`config.mk`:
```
export PLATFORM = sky130hd
export DESIGN_NAME = sparse_row_accumulator_top_flat
export DESIGN_NICKNAME = d
export VERILOG_FILES = /design/src/hdl/sra_pkg.sv /design/src/hdl/sra_if.sv /design/src/hdl/sparse_row_accumulator_top.sv /design/src/hdl/sra_ram.sv /design/src/hdl/sra_div.sv /design/src/flat_wrapper.sv
export SDC_FILE = /design/constraint.sdc
export NUM_CORES = 2
export LEC_CHECK = 0
export BUFFER_PORTS_ARGS = -buffer_cell sky130_fd_sc_hd__buf_4
export CAP_MARGIN = 0
export CORE_MARGIN = 5
export CORE_UTILIZATION = 45
export CTS_CLUSTER_DIAMETER = 200
export DETAILED_ROUTE_END_ITERATION = 16
export PLACE_DENSITY = 0.72
export SLEW_MARGIN = 5
export SYNTH_ARGS = -nofsm -noshare
export SYNTH_HDL_FRONTEND = slang
export SYNTH_SLANG_ARGS = --single-unit
```
`constraint.sdc`:
```
create_clock -name clk_i -period 7.2 [get_ports clk_i]
set_input_delay 0.36 -clock clk_i [delete_from_list [all_inputs] [get_ports clk_i]]
set_output_delay 0.36 -clock clk_i [all_outputs]
set_load 0.01 [all_outputs]
```
`src/hdl/sra_pkg.sv`:
```
// Shared types and constants for the sparse row accumulator.
// No dependencies.
package sra_pkg;

  typedef enum logic [2:0] {
    CMD_SET    = 3'd0,
    CMD_ADD    = 3'd1,
    CMD_DIV    = 3'd2,
    CMD_TAKE   = 3'd3,
    CMD_READ   = 3'd4,
    CMD_PRUNE  = 3'd5,
    CMD_RSVD6  = 3'd6,
    CMD_RSVD7  = 3'd7
  } cmd_e;

  typedef enum logic [1:0] {
    ST_OK   = 2'd0,
    ST_FULL = 2'd1,
    ST_DIV0 = 2'd2
  } status_e;

  localparam int unsigned CmdBits    = 3;
  localparam int unsigned PosWidth   = 16;
  localparam int unsigned ValueBits  = 32;
  localparam int unsigned StatusBits = 2;
  localparam int unsigned CountBits  = 7;
  localparam int unsigned ThreshBits = 31;

  localparam logic [0:0] RegPruneThreshold = 1'b0;

  typedef enum logic [3:0] {
    S_IDLE,
    S_SCAN,
    S_SCAN_WAIT,
    S_DECIDE,
    S_SHIFT_RD,
    S_SHIFT_WR,
    S_DIV,
    S_PR_RD,
    S_PR_WAIT,
    S_PR_CHK,
    S_DONE
  } state_e;

  typedef struct packed {
    logic [CmdBits-1:0]   cmd;
    logic [PosWidth-1:0]  position;
    logic [ValueBits-1:0] operand;
  } req_t;

  typedef struct packed {
    logic [ValueBits-1:0]  read_value;
    logic [StatusBits-1:0] status;
    logic [CountBits-1:0]  entry_count;
  } rsp_t;

endpackage

```
`src/hdl/sra_if.sv`:
```
// Valid/ready channel carrying one item of type T.
// Depends on nothing; instantiated with sra_pkg types.
interface sra_if #(
  parameter type T = logic
);
  logic valid;
  logic ready;
  T     payload;

  modport source (output valid, output payload, input ready);
  modport sink   (input valid, input payload, output ready);
endinterface

```
`src/hdl/sparse_row_accumulator_top.sv`:
```
// Sparse row accumulator top level: sequencer, entry RAMs, divider, APB register.
// Depends on sra_pkg, sra_if, sra_ram, sra_div.
// Per item: a scan of the sorted entries, then entry moves on insert or a divide; prune passes over
//   every entry; reserved codes and divide by zero skip straight to the result.
// Throughput: one item at a time; ready is low from accept until the result is registered.
// Reset: entry count cleared, prune threshold set to 1; entry RAM contents are not cleared.
module sparse_row_accumulator_top #(
  parameter int unsigned CAPACITY      = 64,
  parameter int unsigned POSITION_BITS = 16,
  parameter int unsigned FRACTION_BITS = 16
) (
  input  logic        clk_i,
  input  logic        rst_ni,
  sra_if.sink         in_if,
  sra_if.source       out_if,
  input  logic        psel,
  input  logic        penable,
  input  logic        pwrite,
  input  logic [1:0]  paddr,
  input  logic [31:0] pwdata,
  output logic [31:0] prdata,
  output logic        pready
);
  import sra_pkg::*;

  localparam int unsigned IdxBits = $clog2(CAPACITY);
  localparam int unsigned CntW    = $clog2(CAPACITY + 1);

  state_e                 state_q, state_d;
  req_t                   req_q, req_d;
  rsp_t                   rsp_q, rsp_d;
  rsp_t                   out_q, out_d;
  logic                   ovalid_q, ovalid_d;
  logic [CntW-1:0]        count_q, count_d;
  logic [CntW-1:0]        idx_q, idx_d;
  logic [CntW-1:0]        wp_q, wp_d;
  logic [ThreshBits-1:0]  thresh_q;
  logic [ValueBits-1:0]   hold_val_q, hold_val_d;
  logic [POSITION_BITS-1:0] hold_pos_q, hold_pos_d;

  logic                   pos_we, val_we;
  logic [IdxBits-1:0]     waddr, raddr;
  logic [POSITION_BITS-1:0] pos_wdata, pos_rdata, req_pos;
  logic [ValueBits-1:0]   val_wdata, val_rdata;
  logic                   div_start, div_done;
  logic signed [ValueBits-1:0] div_quot;
  logic [ValueBits:0]     sum_w;
  logic [ValueBits-1:0]   sum_sat, mag;
  logic                   hit;

  sra_ram #(.Width(POSITION_BITS), .Depth(CAPACITY)) u_pos_ram (
    .clk_i, .we_i(pos_we), .waddr_i(waddr), .wdata_i(pos_wdata),
    .raddr_i(raddr), .rdata_o(pos_rdata)
  );

  sra_ram #(.Width(ValueBits), .Depth(CAPACITY)) u_val_ram (
    .clk_i, .we_i(val_we), .waddr_i(waddr), .wdata_i(val_wdata),
    .raddr_i(raddr), .rdata_o(val_rdata)
  );

  sra_div #(.FracBits(FRACTION_BITS)) u_div (
    .clk_i, .rst_ni, .start_i(div_start), .num_i(val_rdata), .den_i(req_q.operand),
    .done_o(div_done), .quot_o(div_quot)
  );

  assign pready = 1'b1;
  assign prdata = (paddr == 2'd0) ? {1'b0, thresh_q} : 32'd0;

  always_ff @(posedge clk_i or negedge rst_ni) begin
    if (!rst_ni) begin
      thresh_q <= ThreshBits'(1);
    end else if (psel && penable && pwrite && paddr == 2'd0) begin
      thresh_q <= pwdata[ThreshBits-1:0];
    end
  end

  assign req_pos   = req_q.position[POSITION_BITS-1:0];
  assign hit       = (pos_rdata == req_pos);
  assign sum_w     = {val_rdata[ValueBits-1], val_rdata} +
                     {req_q.operand[ValueBits-1], req_q.operand};
  assign sum_sat   = (sum_w[ValueBits] != sum_w[ValueBits-1]) ?
                     (sum_w[ValueBits] ? 32'h8000_0000 : 32'h7FFF_FFFF) : sum_w[ValueBits-1:0];
  assign mag       = val_rdata[ValueBits-1] ? ValueBits'(-val_rdata) : val_rdata;

  assign in_if.ready    = (state_q == S_IDLE);
  assign out_if.valid   = ovalid_q;
  assign out_if.payload = out_q;

  always_comb begin
    state_d = state_q; req_d = req_q; rsp_d = rsp_q; ovalid_d = ovalid_q;
    out_d = out_q;
    count_d = count_q; idx_d = idx_q; wp_d = wp_q;
    hold_val_d = hold_val_q; hold_pos_d = hold_pos_q;
    pos_we = 1'b0; val_we = 1'b0;
    waddr = idx_q[IdxBits-1:0]; raddr = idx_q[IdxBits-1:0];
    pos_wdata = req_pos; val_wdata = req_q.operand;
    div_start = 1'b0;

    if (ovalid_q && out_if.ready) ovalid_d = 1'b0;

    unique case (state_q)
      S_IDLE: begin
        if (in_if.valid && in_if.ready) begin
          req_d = in_if.payload;
          rsp_d = '{read_value: '0, status: ST_OK, entry_count: '0};
          idx_d = '0;
          wp_d  = '0;
          if (in_if.payload.cmd == CMD_PRUNE) begin
            state_d = S_PR_RD;
          end else if (in_if.payload.cmd == CMD_DIV && in_if.payload.operand == '0) begin
            rsp_d.status = ST_DIV0;
            state_d = S_DONE;
          end else if (in_if.payload.cmd == CMD_RSVD6 || in_if.payload.cmd == CMD_RSVD7) begin
            state_d = S_DONE;
          end else begin
            state_d = S_SCAN;
          end
        end
      end
      S_SCAN: begin
        if (idx_q >= count_q) begin
          state_d = S_DECIDE;
        end else begin
          state_d = S_SCAN_WAIT;
        end
      end
      S_SCAN_WAIT: begin
        if (pos_rdata < req_pos) begin
          idx_d = idx_q + 1'b1;
          raddr = IdxBits'(idx_q + 1'b1);
          state_d = S_SCAN;
        end else begin
          state_d = S_DECIDE;
        end
      end
      S_DECIDE: begin
        // rdata still holds entry idx when idx < count
        if (idx_q < count_q && hit) begin
          unique case (req_q.cmd)
            CMD_SET:  begin val_we = 1'b1; state_d = S_DONE; end
            CMD_ADD:  begin val_we = 1'b1; val_wdata = sum_sat; state_d = S_DONE; end
            CMD_DIV:  begin div_start = 1'b1; state_d = S_DIV; end
            CMD_TAKE: begin
              rsp_d.read_value = val_rdata;
              val_we = 1'b1; val_wdata = '0; state_d = S_DONE;
            end
            default:  begin rsp_d.read_value = val_rdata; state_d = S_DONE; end
          endcase
        end else if (req_q.cmd == CMD_SET || req_q.cmd == CMD_ADD) begin
          if (count_q == CntW'(CAPACITY)) begin
            rsp_d.status = ST_FULL;
            state_d = S_DONE;
          end else begin
            wp_d = count_q;
            state_d = S_SHIFT_RD;
          end
        end else begin
          state_d = S_DONE;
        end
      end
      S_SHIFT_RD: begin
        if (wp_q == idx_q) begin
          pos_we = 1'b1; val_we = 1'b1;
          waddr = idx_q[IdxBits-1:0];
          count_d = count_q + 1'b1;
          state_d = S_DONE;
        end else begin
          raddr = IdxBits'(wp_q - 1'b1);
          state_d = S_SHIFT_WR;
        end
      end
      S_SHIFT_WR: begin
        pos_we = 1'b1; val_we = 1'b1;
        waddr = wp_q[IdxBits-1:0];
        pos_wdata = pos_rdata; val_wdata = val_rdata;
        wp_d = wp_q - 1'b1;
        state_d = S_SHIFT_RD;
      end
      S_DIV: begin
        if (div_done) begin
          val_we = 1'b1; val_wdata = div_quot;
          state_d = S_DONE;
        end
      end
      S_PR_RD: begin
        if (idx_q >= count_q) begin
          count_d = wp_q;
          state_d = S_DONE;
        end else begin
          state_d = S_PR_WAIT;
        end
      end
      S_PR_WAIT: begin
        hold_pos_d = pos_rdata;
        hold_val_d = val_rdata;
        state_d = S_PR_CHK;
      end
      S_PR_CHK: begin
        if ({1'b0, mag} > {2'b0, thresh_q}) begin
          pos_we = 1'b1; val_we = 1'b1;
          waddr = wp_q[IdxBits-1:0];
          pos_wdata = hold_pos_q; val_wdata = hold_val_q;
          wp_d = wp_q + 1'b1;
        end
        idx_d = idx_q + 1'b1;
        raddr = IdxBits'(idx_q + 1'b1);
        state_d = S_PR_RD;
      end
      S_DONE: begin
        if (!ovalid_q || out_if.ready) begin
          out_d = '{read_value: rsp_q.read_value, status: rsp_q.status,
                    entry_count: CountBits'(count_q)};
          ovalid_d = 1'b1;
          state_d = S_IDLE;
        end
      end
      default: state_d = S_IDLE;
    endcase
  end

  always_ff @(posedge clk_i or negedge rst_ni) begin
    if (!rst_ni) begin
      state_q  <= S_IDLE;
      ovalid_q <= 1'b0;
      count_q  <= '0;
      idx_q    <= '0;
      wp_q     <= '0;
    end else begin
      state_q  <= state_d;
      ovalid_q <= ovalid_d;
      count_q  <= count_d;
      idx_q    <= idx_d;
      wp_q     <= wp_d;
    end
  end

  always_ff @(posedge clk_i) begin
    req_q      <= req_d;
    rsp_q      <= rsp_d;
    out_q      <= out_d;
    hold_val_q <= hold_val_d;
    hold_pos_q <= hold_pos_d;
  end
endmodule

```
`src/hdl/sra_ram.sv`:
```
// Generic simple dual-port RAM (separate write and read ports), one write and one read per cycle, registered read.
// No dependencies.
module sra_ram #(
  parameter int unsigned Width = 32,
  parameter int unsigned Depth = 64
) (
  input  logic                     clk_i,
  input  logic                     we_i,
  input  logic [$clog2(Depth)-1:0] waddr_i,
  input  logic [Width-1:0]         wdata_i,
  input  logic [$clog2(Depth)-1:0] raddr_i,
  output logic [Width-1:0]         rdata_o
);
  logic [Width-1:0] mem_q [Depth];

  always_ff @(posedge clk_i) begin
    if (we_i) begin
      mem_q[waddr_i] <= wdata_i;
    end
    rdata_o <= mem_q[raddr_i];
  end
endmodule

```
`src/hdl/sra_div.sv`:
```
// Restoring divider, one quotient bit per cycle, signed Q-format result saturated to 32 bits.
// Depends on sra_pkg.
module sra_div #(
  parameter int unsigned FracBits = 16
) (
  input  logic                              clk_i,
  input  logic                              rst_ni,
  input  logic                              start_i,
  input  logic signed [sra_pkg::ValueBits-1:0] num_i,
  input  logic signed [sra_pkg::ValueBits-1:0] den_i,
  output logic                              done_o,
  output logic signed [sra_pkg::ValueBits-1:0] quot_o
);
  import sra_pkg::*;

  localparam int unsigned NumBits = ValueBits + FracBits;
  localparam int unsigned CntBits = $clog2(NumBits + 1);

  logic [NumBits-1:0]   n_q, n_d;
  logic [ValueBits:0]   r_q, r_d;
  logic [ValueBits-1:0] dv_q, dv_d;
  logic                 neg_q, neg_d;
  logic                 busy_q, busy_d;
  logic [CntBits-1:0]   cnt_q, cnt_d;
  logic [ValueBits:0]   shifted, diff;
  logic [ValueBits-1:0] num_mag, den_mag;
  logic [NumBits-1:0]   qmag;
  logic [NumBits:0]     qsigned;

  assign num_mag = num_i[ValueBits-1] ? ValueBits'(-num_i) : ValueBits'(num_i);
  assign den_mag = den_i[ValueBits-1] ? ValueBits'(-den_i) : ValueBits'(den_i);
  assign shifted = {r_q[ValueBits-1:0], n_q[NumBits-1]};
  assign diff    = shifted - {1'b0, dv_q};

  always_comb begin
    n_d = n_q; r_d = r_q; dv_d = dv_q; neg_d = neg_q; busy_d = busy_q; cnt_d = cnt_q;
    done_o = 1'b0;
    if (start_i) begin
      n_d    = NumBits'(num_mag) << FracBits;
      r_d    = '0;
      dv_d   = den_mag;
      neg_d  = num_i[ValueBits-1] ^ den_i[ValueBits-1];
      busy_d = 1'b1;
      cnt_d  = CntBits'(NumBits);
    end else if (busy_q) begin
      if (cnt_q == '0) begin
        busy_d = 1'b0;
        done_o = 1'b1;
      end else begin
        if (!diff[ValueBits]) begin
          r_d = diff;
          n_d = {n_q[NumBits-2:0], 1'b1};
        end else begin
          r_d = shifted;
          n_d = {n_q[NumBits-2:0], 1'b0};
        end
        cnt_d = cnt_q - 1'b1;
      end
    end
  end

  assign qmag    = n_q;
  assign qsigned = neg_q ? -{1'b0, qmag} : {1'b0, qmag};

  always_comb begin
    if (!neg_q && (qmag > NumBits'(32'h7FFF_FFFF))) begin
      quot_o = 32'sh7FFF_FFFF;
    end else if (neg_q && (qmag > NumBits'(33'h8000_0000))) begin
      quot_o = 32'sh8000_0000;
    end else begin
      quot_o = qsigned[ValueBits-1:0];
    end
  end

  always_ff @(posedge clk_i or negedge rst_ni) begin
    if (!rst_ni) begin
      busy_q <= 1'b0;
      cnt_q  <= '0;
    end else begin
      busy_q <= busy_d;
      cnt_q  <= cnt_d;
    end
  end

  always_ff @(posedge clk_i) begin
    n_q <= n_d; r_q <= r_d; dv_q <= dv_d; neg_q <= neg_d;
  end
endmodule

```
`src/flat_wrapper.sv`:
```
// flat-port wrapper written by rule: the top's interface ports become plain ports
module sparse_row_accumulator_top_flat import sra_pkg::*;
#(
  parameter int unsigned CAPACITY      = 64,
  parameter int unsigned POSITION_BITS = 16,
  parameter int unsigned FRACTION_BITS = 16
)
  (clk_i, rst_ni, psel, penable, pwrite, paddr, pwdata, prdata, pready, in_if_valid, in_if_payload, in_if_ready, out_if_valid, out_if_payload, out_if_ready);
  sra_if #(.T(req_t)) in_if_i ();
  sra_if #(.T(rsp_t)) out_if_i ();
  input  logic clk_i;
  input  logic rst_ni;
  input  logic psel;
  input  logic penable;
  input  logic pwrite;
  input  logic [1:0] paddr;
  input  logic [31:0] pwdata;
  output logic [31:0] prdata;
  output logic pready;
  input wire logic [$bits(in_if_i.valid)-1:0] in_if_valid;
  input wire logic [$bits(in_if_i.payload)-1:0] in_if_payload;
  output wire logic [$bits(in_if_i.ready)-1:0] in_if_ready;
  output wire logic [$bits(out_if_i.valid)-1:0] out_if_valid;
  output wire logic [$bits(out_if_i.payload)-1:0] out_if_payload;
  input wire logic [$bits(out_if_i.ready)-1:0] out_if_ready;
  assign in_if_i.valid = in_if_valid;
  assign in_if_i.payload = in_if_payload;
  assign in_if_ready = in_if_i.ready;
  assign out_if_valid = out_if_i.valid;
  assign out_if_payload = out_if_i.payload;
  assign out_if_i.ready = out_if_ready;
  sparse_row_accumulator_top #(.CAPACITY(CAPACITY), .POSITION_BITS(POSITION_BITS), .FRACTION_BITS(FRACTION_BITS)) u_core (.clk_i(clk_i), .rst_ni(rst_ni), .in_if(in_if_i), .out_if(out_if_i), .psel(psel), .penable(penable), .pwrite(pwrite), .paddr(paddr), .pwdata(pwdata), .prdata(prdata), .pready(pready));
endmodule
```
==> impl_metrics.tcl <==
set metrics [dict create \
    die_y_um 570 \
    avgSynthCellArea_um2 15.0 \
    route.vias.total 87900 \
    tightestPinTransition_ns 1.38 \
    wl_per_cell_um 27.7 \
    pre_cts_ws_ns 0.243 \
    ys_ff_latch 3471 \
    synth_top_area_share_pct 70.4 \
    num_rows 205 \
    finalPower_mw 72.6 \
    die_width_um 570 \
    critPathCaptureType "register" \
    start_util_pct 45.2 \
    synth_edf_count 3311 \
    r2r_start "u_core.u_val_ram.rdata_o[5]" \
    drt-total-wl_mm 396 \
    numPortBuffers 164 \
    clockRootBuffer "clkbuf_16" \
    maxCapViolations 0 \
    critPathArrivalTime_ns 7.62 \
    clock_path_buffers 4 \
    irDropWorstVdd_mv 0.660 \
    syn-instance-count 9431 \
    power_density_mw_per_mm2 446 \
    grt_first_pass_wirelength_mm 573 \
    hold_violations 0 \
    clock-sinks 3471 \
    globalRouteOverflowTotal 0 \
    antenna_found_initial 21 \
    place_congestion 0.953 \
    numCtsBuffers 345 \
    yosys.area.top_type "edfxtp_1" \
    drv_slew 0 \
    drt_iter0_markers 12300 \
    design.die.area_mm2 0.325 \
    cts_setup_buffers 0 \
    synth_cell_types 92 \
    crit_start "u_core.u_val_ram.rdata_o[5]" \
    syn_nets 9653 \
    outcome "complete, no violations" \
    stdcell_count 14300 \
    core_mm2 0.312 \
    dr.pass1.iters 8 \
    dp_hpwl_mm 236 \
    hold_path_class "in -> async" \
    layout-drive-gt1-share_pct 15.7 \
    ys_top_cells_by_area "edfxtp_1, mux4_2, nand2_1, nand3_1, mux2i_1" \
    vias_per_cell 6.15 \
    final_common_cell "edfxtp_1" \
    finalCriticalPeriod_ns 7.04 \
    start_kind "register" \
    grt_pass1_vias 85300 \
    h-tree-depth 5 \
    path_clk_slew_ns 0.06 \
    clk_latency_ns 0.91 \
    nFillCells 24500 \
    async_reset_ff_share_pct 1.84 \
    tns_ns 0 \
    final_cell_mix "edfxtp_1, nand2_1, nand3_1" \
    p_leak_nw 54.9 \
    utilization_pct 52.1 \
    reg2reg_slack_ns 0.16 \
    num_io_pins 168 \
    max_freq_mhz 142 \
    route.detailed.drc 0 \
    multi_input_area_mm2 0.0368 \
    yosysSeqAreaShare_pct 72.8 \
    finalSetupViolations 0 \
    relSlewSlack_pct 7.68 \
    crit_fanout 25 \
    fin_ws_ns 0.160 \
    finalCritPeriodShare_pct 97.8 \
    track_usage_pct 23.5 \
    synth.cell_area_mm2 0.141 \
    synth_flop_cell "edfxtp_1" \
    grt_max_degree 146 \
    final_antenna_net_count 0 \
    rsz0062_at_grt "false" \
    yosys_warnings 0 \
    seq_area_mm2 0.103 \
    area_growth_pct 15.2 \
    clock_skew_ns 0.102 \
    cts_tree "built" \
    path_class "reg -> reg" \
    final_nets 10100 \
    dp_cells 13600 \
    worstPathRequired_ns 7.78 \
]
-- power by group --
group | internal (mW) | switching [mW] | leakage, nW
logic | 9.97 | 20.0 | 18.0
registers | 24.2 | 0.599 | 31.5
clock network | 10.2 | 7.56 | 5.39
-- synthesized netlist by cell type (19+ instances only) --
cell,number
edfxtp_1,3311
nand2_1,1731
nand3_1,523
mux4_2,348
nor2_1,347
clkbuf_1,322
a21oi_1,295
o21ai_0,251
mux2i_1,228
inv_1,136
ha_1,128
buf_2,120
nand4_1,107
nor3_1,107
xnor2_1,97
dfxtp_1,96
a31oi_1,91
a221oi_1,90
a22oi_1,90
buf_1,89
and3_1,76
nor4_1,64
dfrtp_1,63
xor2_1,57
a32oi_1,54
a311oi_1,51
a2bb2oi_1,43
and2_1,39
o211ai_1,34
o31ai_1,31
a222oi_1,28
a21o_1,27
or3_1,27
nor2b_1,24
nand2b_1,23
o22ai_1,22
a211oi_1,19
-- through the flow --
stage / hold slack (ns) / area [µm²]
after detailed placement: 0.405 / 151000
final: 0.142 / 163000
after CTS: 0.121 / 163000
after floorplan: 0.0644 / 141000
after global routing: 0.175 / 163000
after global placement: 0.409 / 151000
-- critical path, cell delays in order, from the launching register on --
cell       delay, ns
dfxtp_1         0.31
or3_1           0.43
or3_1           0.38
or2_2           0.31
nor2_1          0.18
nand2_1         0.10
o31a_1          0.26
xor2_1          0.21
ha_1            0.29
and3_1          0.19
a22o_1          0.23
o21ai_0         0.15
nand2b_1        0.08
a2111oi_0       0.42
o21bai_1        0.12
o21ai_0         0.37
buf_4           0.20
a21oi_4         0.12
nand2b_2        0.39
buf_4           0.27
mux2i_4         0.37
nor2_4          0.99
buf_4           0.30
-- worst paths after layout --
kind / to / depth (start not counted)
max in group asynchronous: u_core.thresh_q[26] / 2
max reg2reg: u_core.u_val_ram.mem_q[58][19] / 22
min in group clk_i: u_core.req_q[10] / 2
min reg2reg: u_core.out_if.payload[20] / 0
min: u_core.count_q[3] / 2
max: u_core.u_val_ram.mem_q[58][19] / 22
-- flip-flops by register name, summed over array words and instances, names as in the netlist, 4 cells and up --
name / flops
u_core.idx_q: 7
u_core.u_pos_ram.rdata_o: 16
u_core.u_div.dv_q: 32
u_core.wp_q: 7
u_core.req_pos: 16
u_core.u_div.cnt_q: 6
u_core.u_val_ram.mem_q: 2048
u_core.count_q: 7
u_core.hold_pos_q: 16
u_core.out_if.payload: 41
u_core.thresh_q: 31
u_core.u_val_ram.rdata_o: 32
u_core.u_div.n_q: 48
u_core.hold_val_q: 32
u_core.rsp_q: 34
u_core.state_q: 4
u_core.req_q: 35
u_core.u_div.r_q: 32
u_core.u_pos_ram.mem_q: 1024
-- logic make-up (layout without fill, tap and decap cells) --
group	Yosys count	count (layout)	synth area share, %
and+or+nand+nor	3137	3142	9.75
xor gates and xnor gates	154	154	0.954
muxes	587	587	7.25
DFF	3471	3471	72.8
adders and majority gates	130	130	1.16
buffers and inverters	685	1410	1.97
AOI/OAI and AO/OA	1265	1265	6.06
other	2	9	0.00531
-- cell type report --
cell class | instances | share of cell area, %
flip-flops and latches | 3471 | 63.2
multi-input cells | 5280 | 22.6
clock buffers | 411 | 5.55
repair buffers | 656 | 3.88
well taps | 4140 | 3.18
clock inverters | 206 | 1.25
inverters | 137 | 0.316
diodes | 7 | 0.0108
-- metal layers --
| metal | track usage, % | part of all wire (%) | up-vias | wire, µm |
|---|---|---|---|---|
| met5 | 0 | 0.012 | - | 46 |
| met4 | 10.9 | 5.3 | 6 | 20900 |
| met2 | 36.8 | 46 | 5575 | 183000 |
| met1 | 31.6 | 37 | 44200 | 147000 |
| met3 | 5.25 | 11 | 905 | 44800 |
| li1 | - | - | 37200 | - |
-- repair_timing --
action / in CTS / in global routing
resized for setup: 0 / 4
hold buffers: 85 / 0
endpoints found under the hold margin: 153 / 0
setup endpoints to repair: 0 / 67
Power figures use the tool's default switching activity.
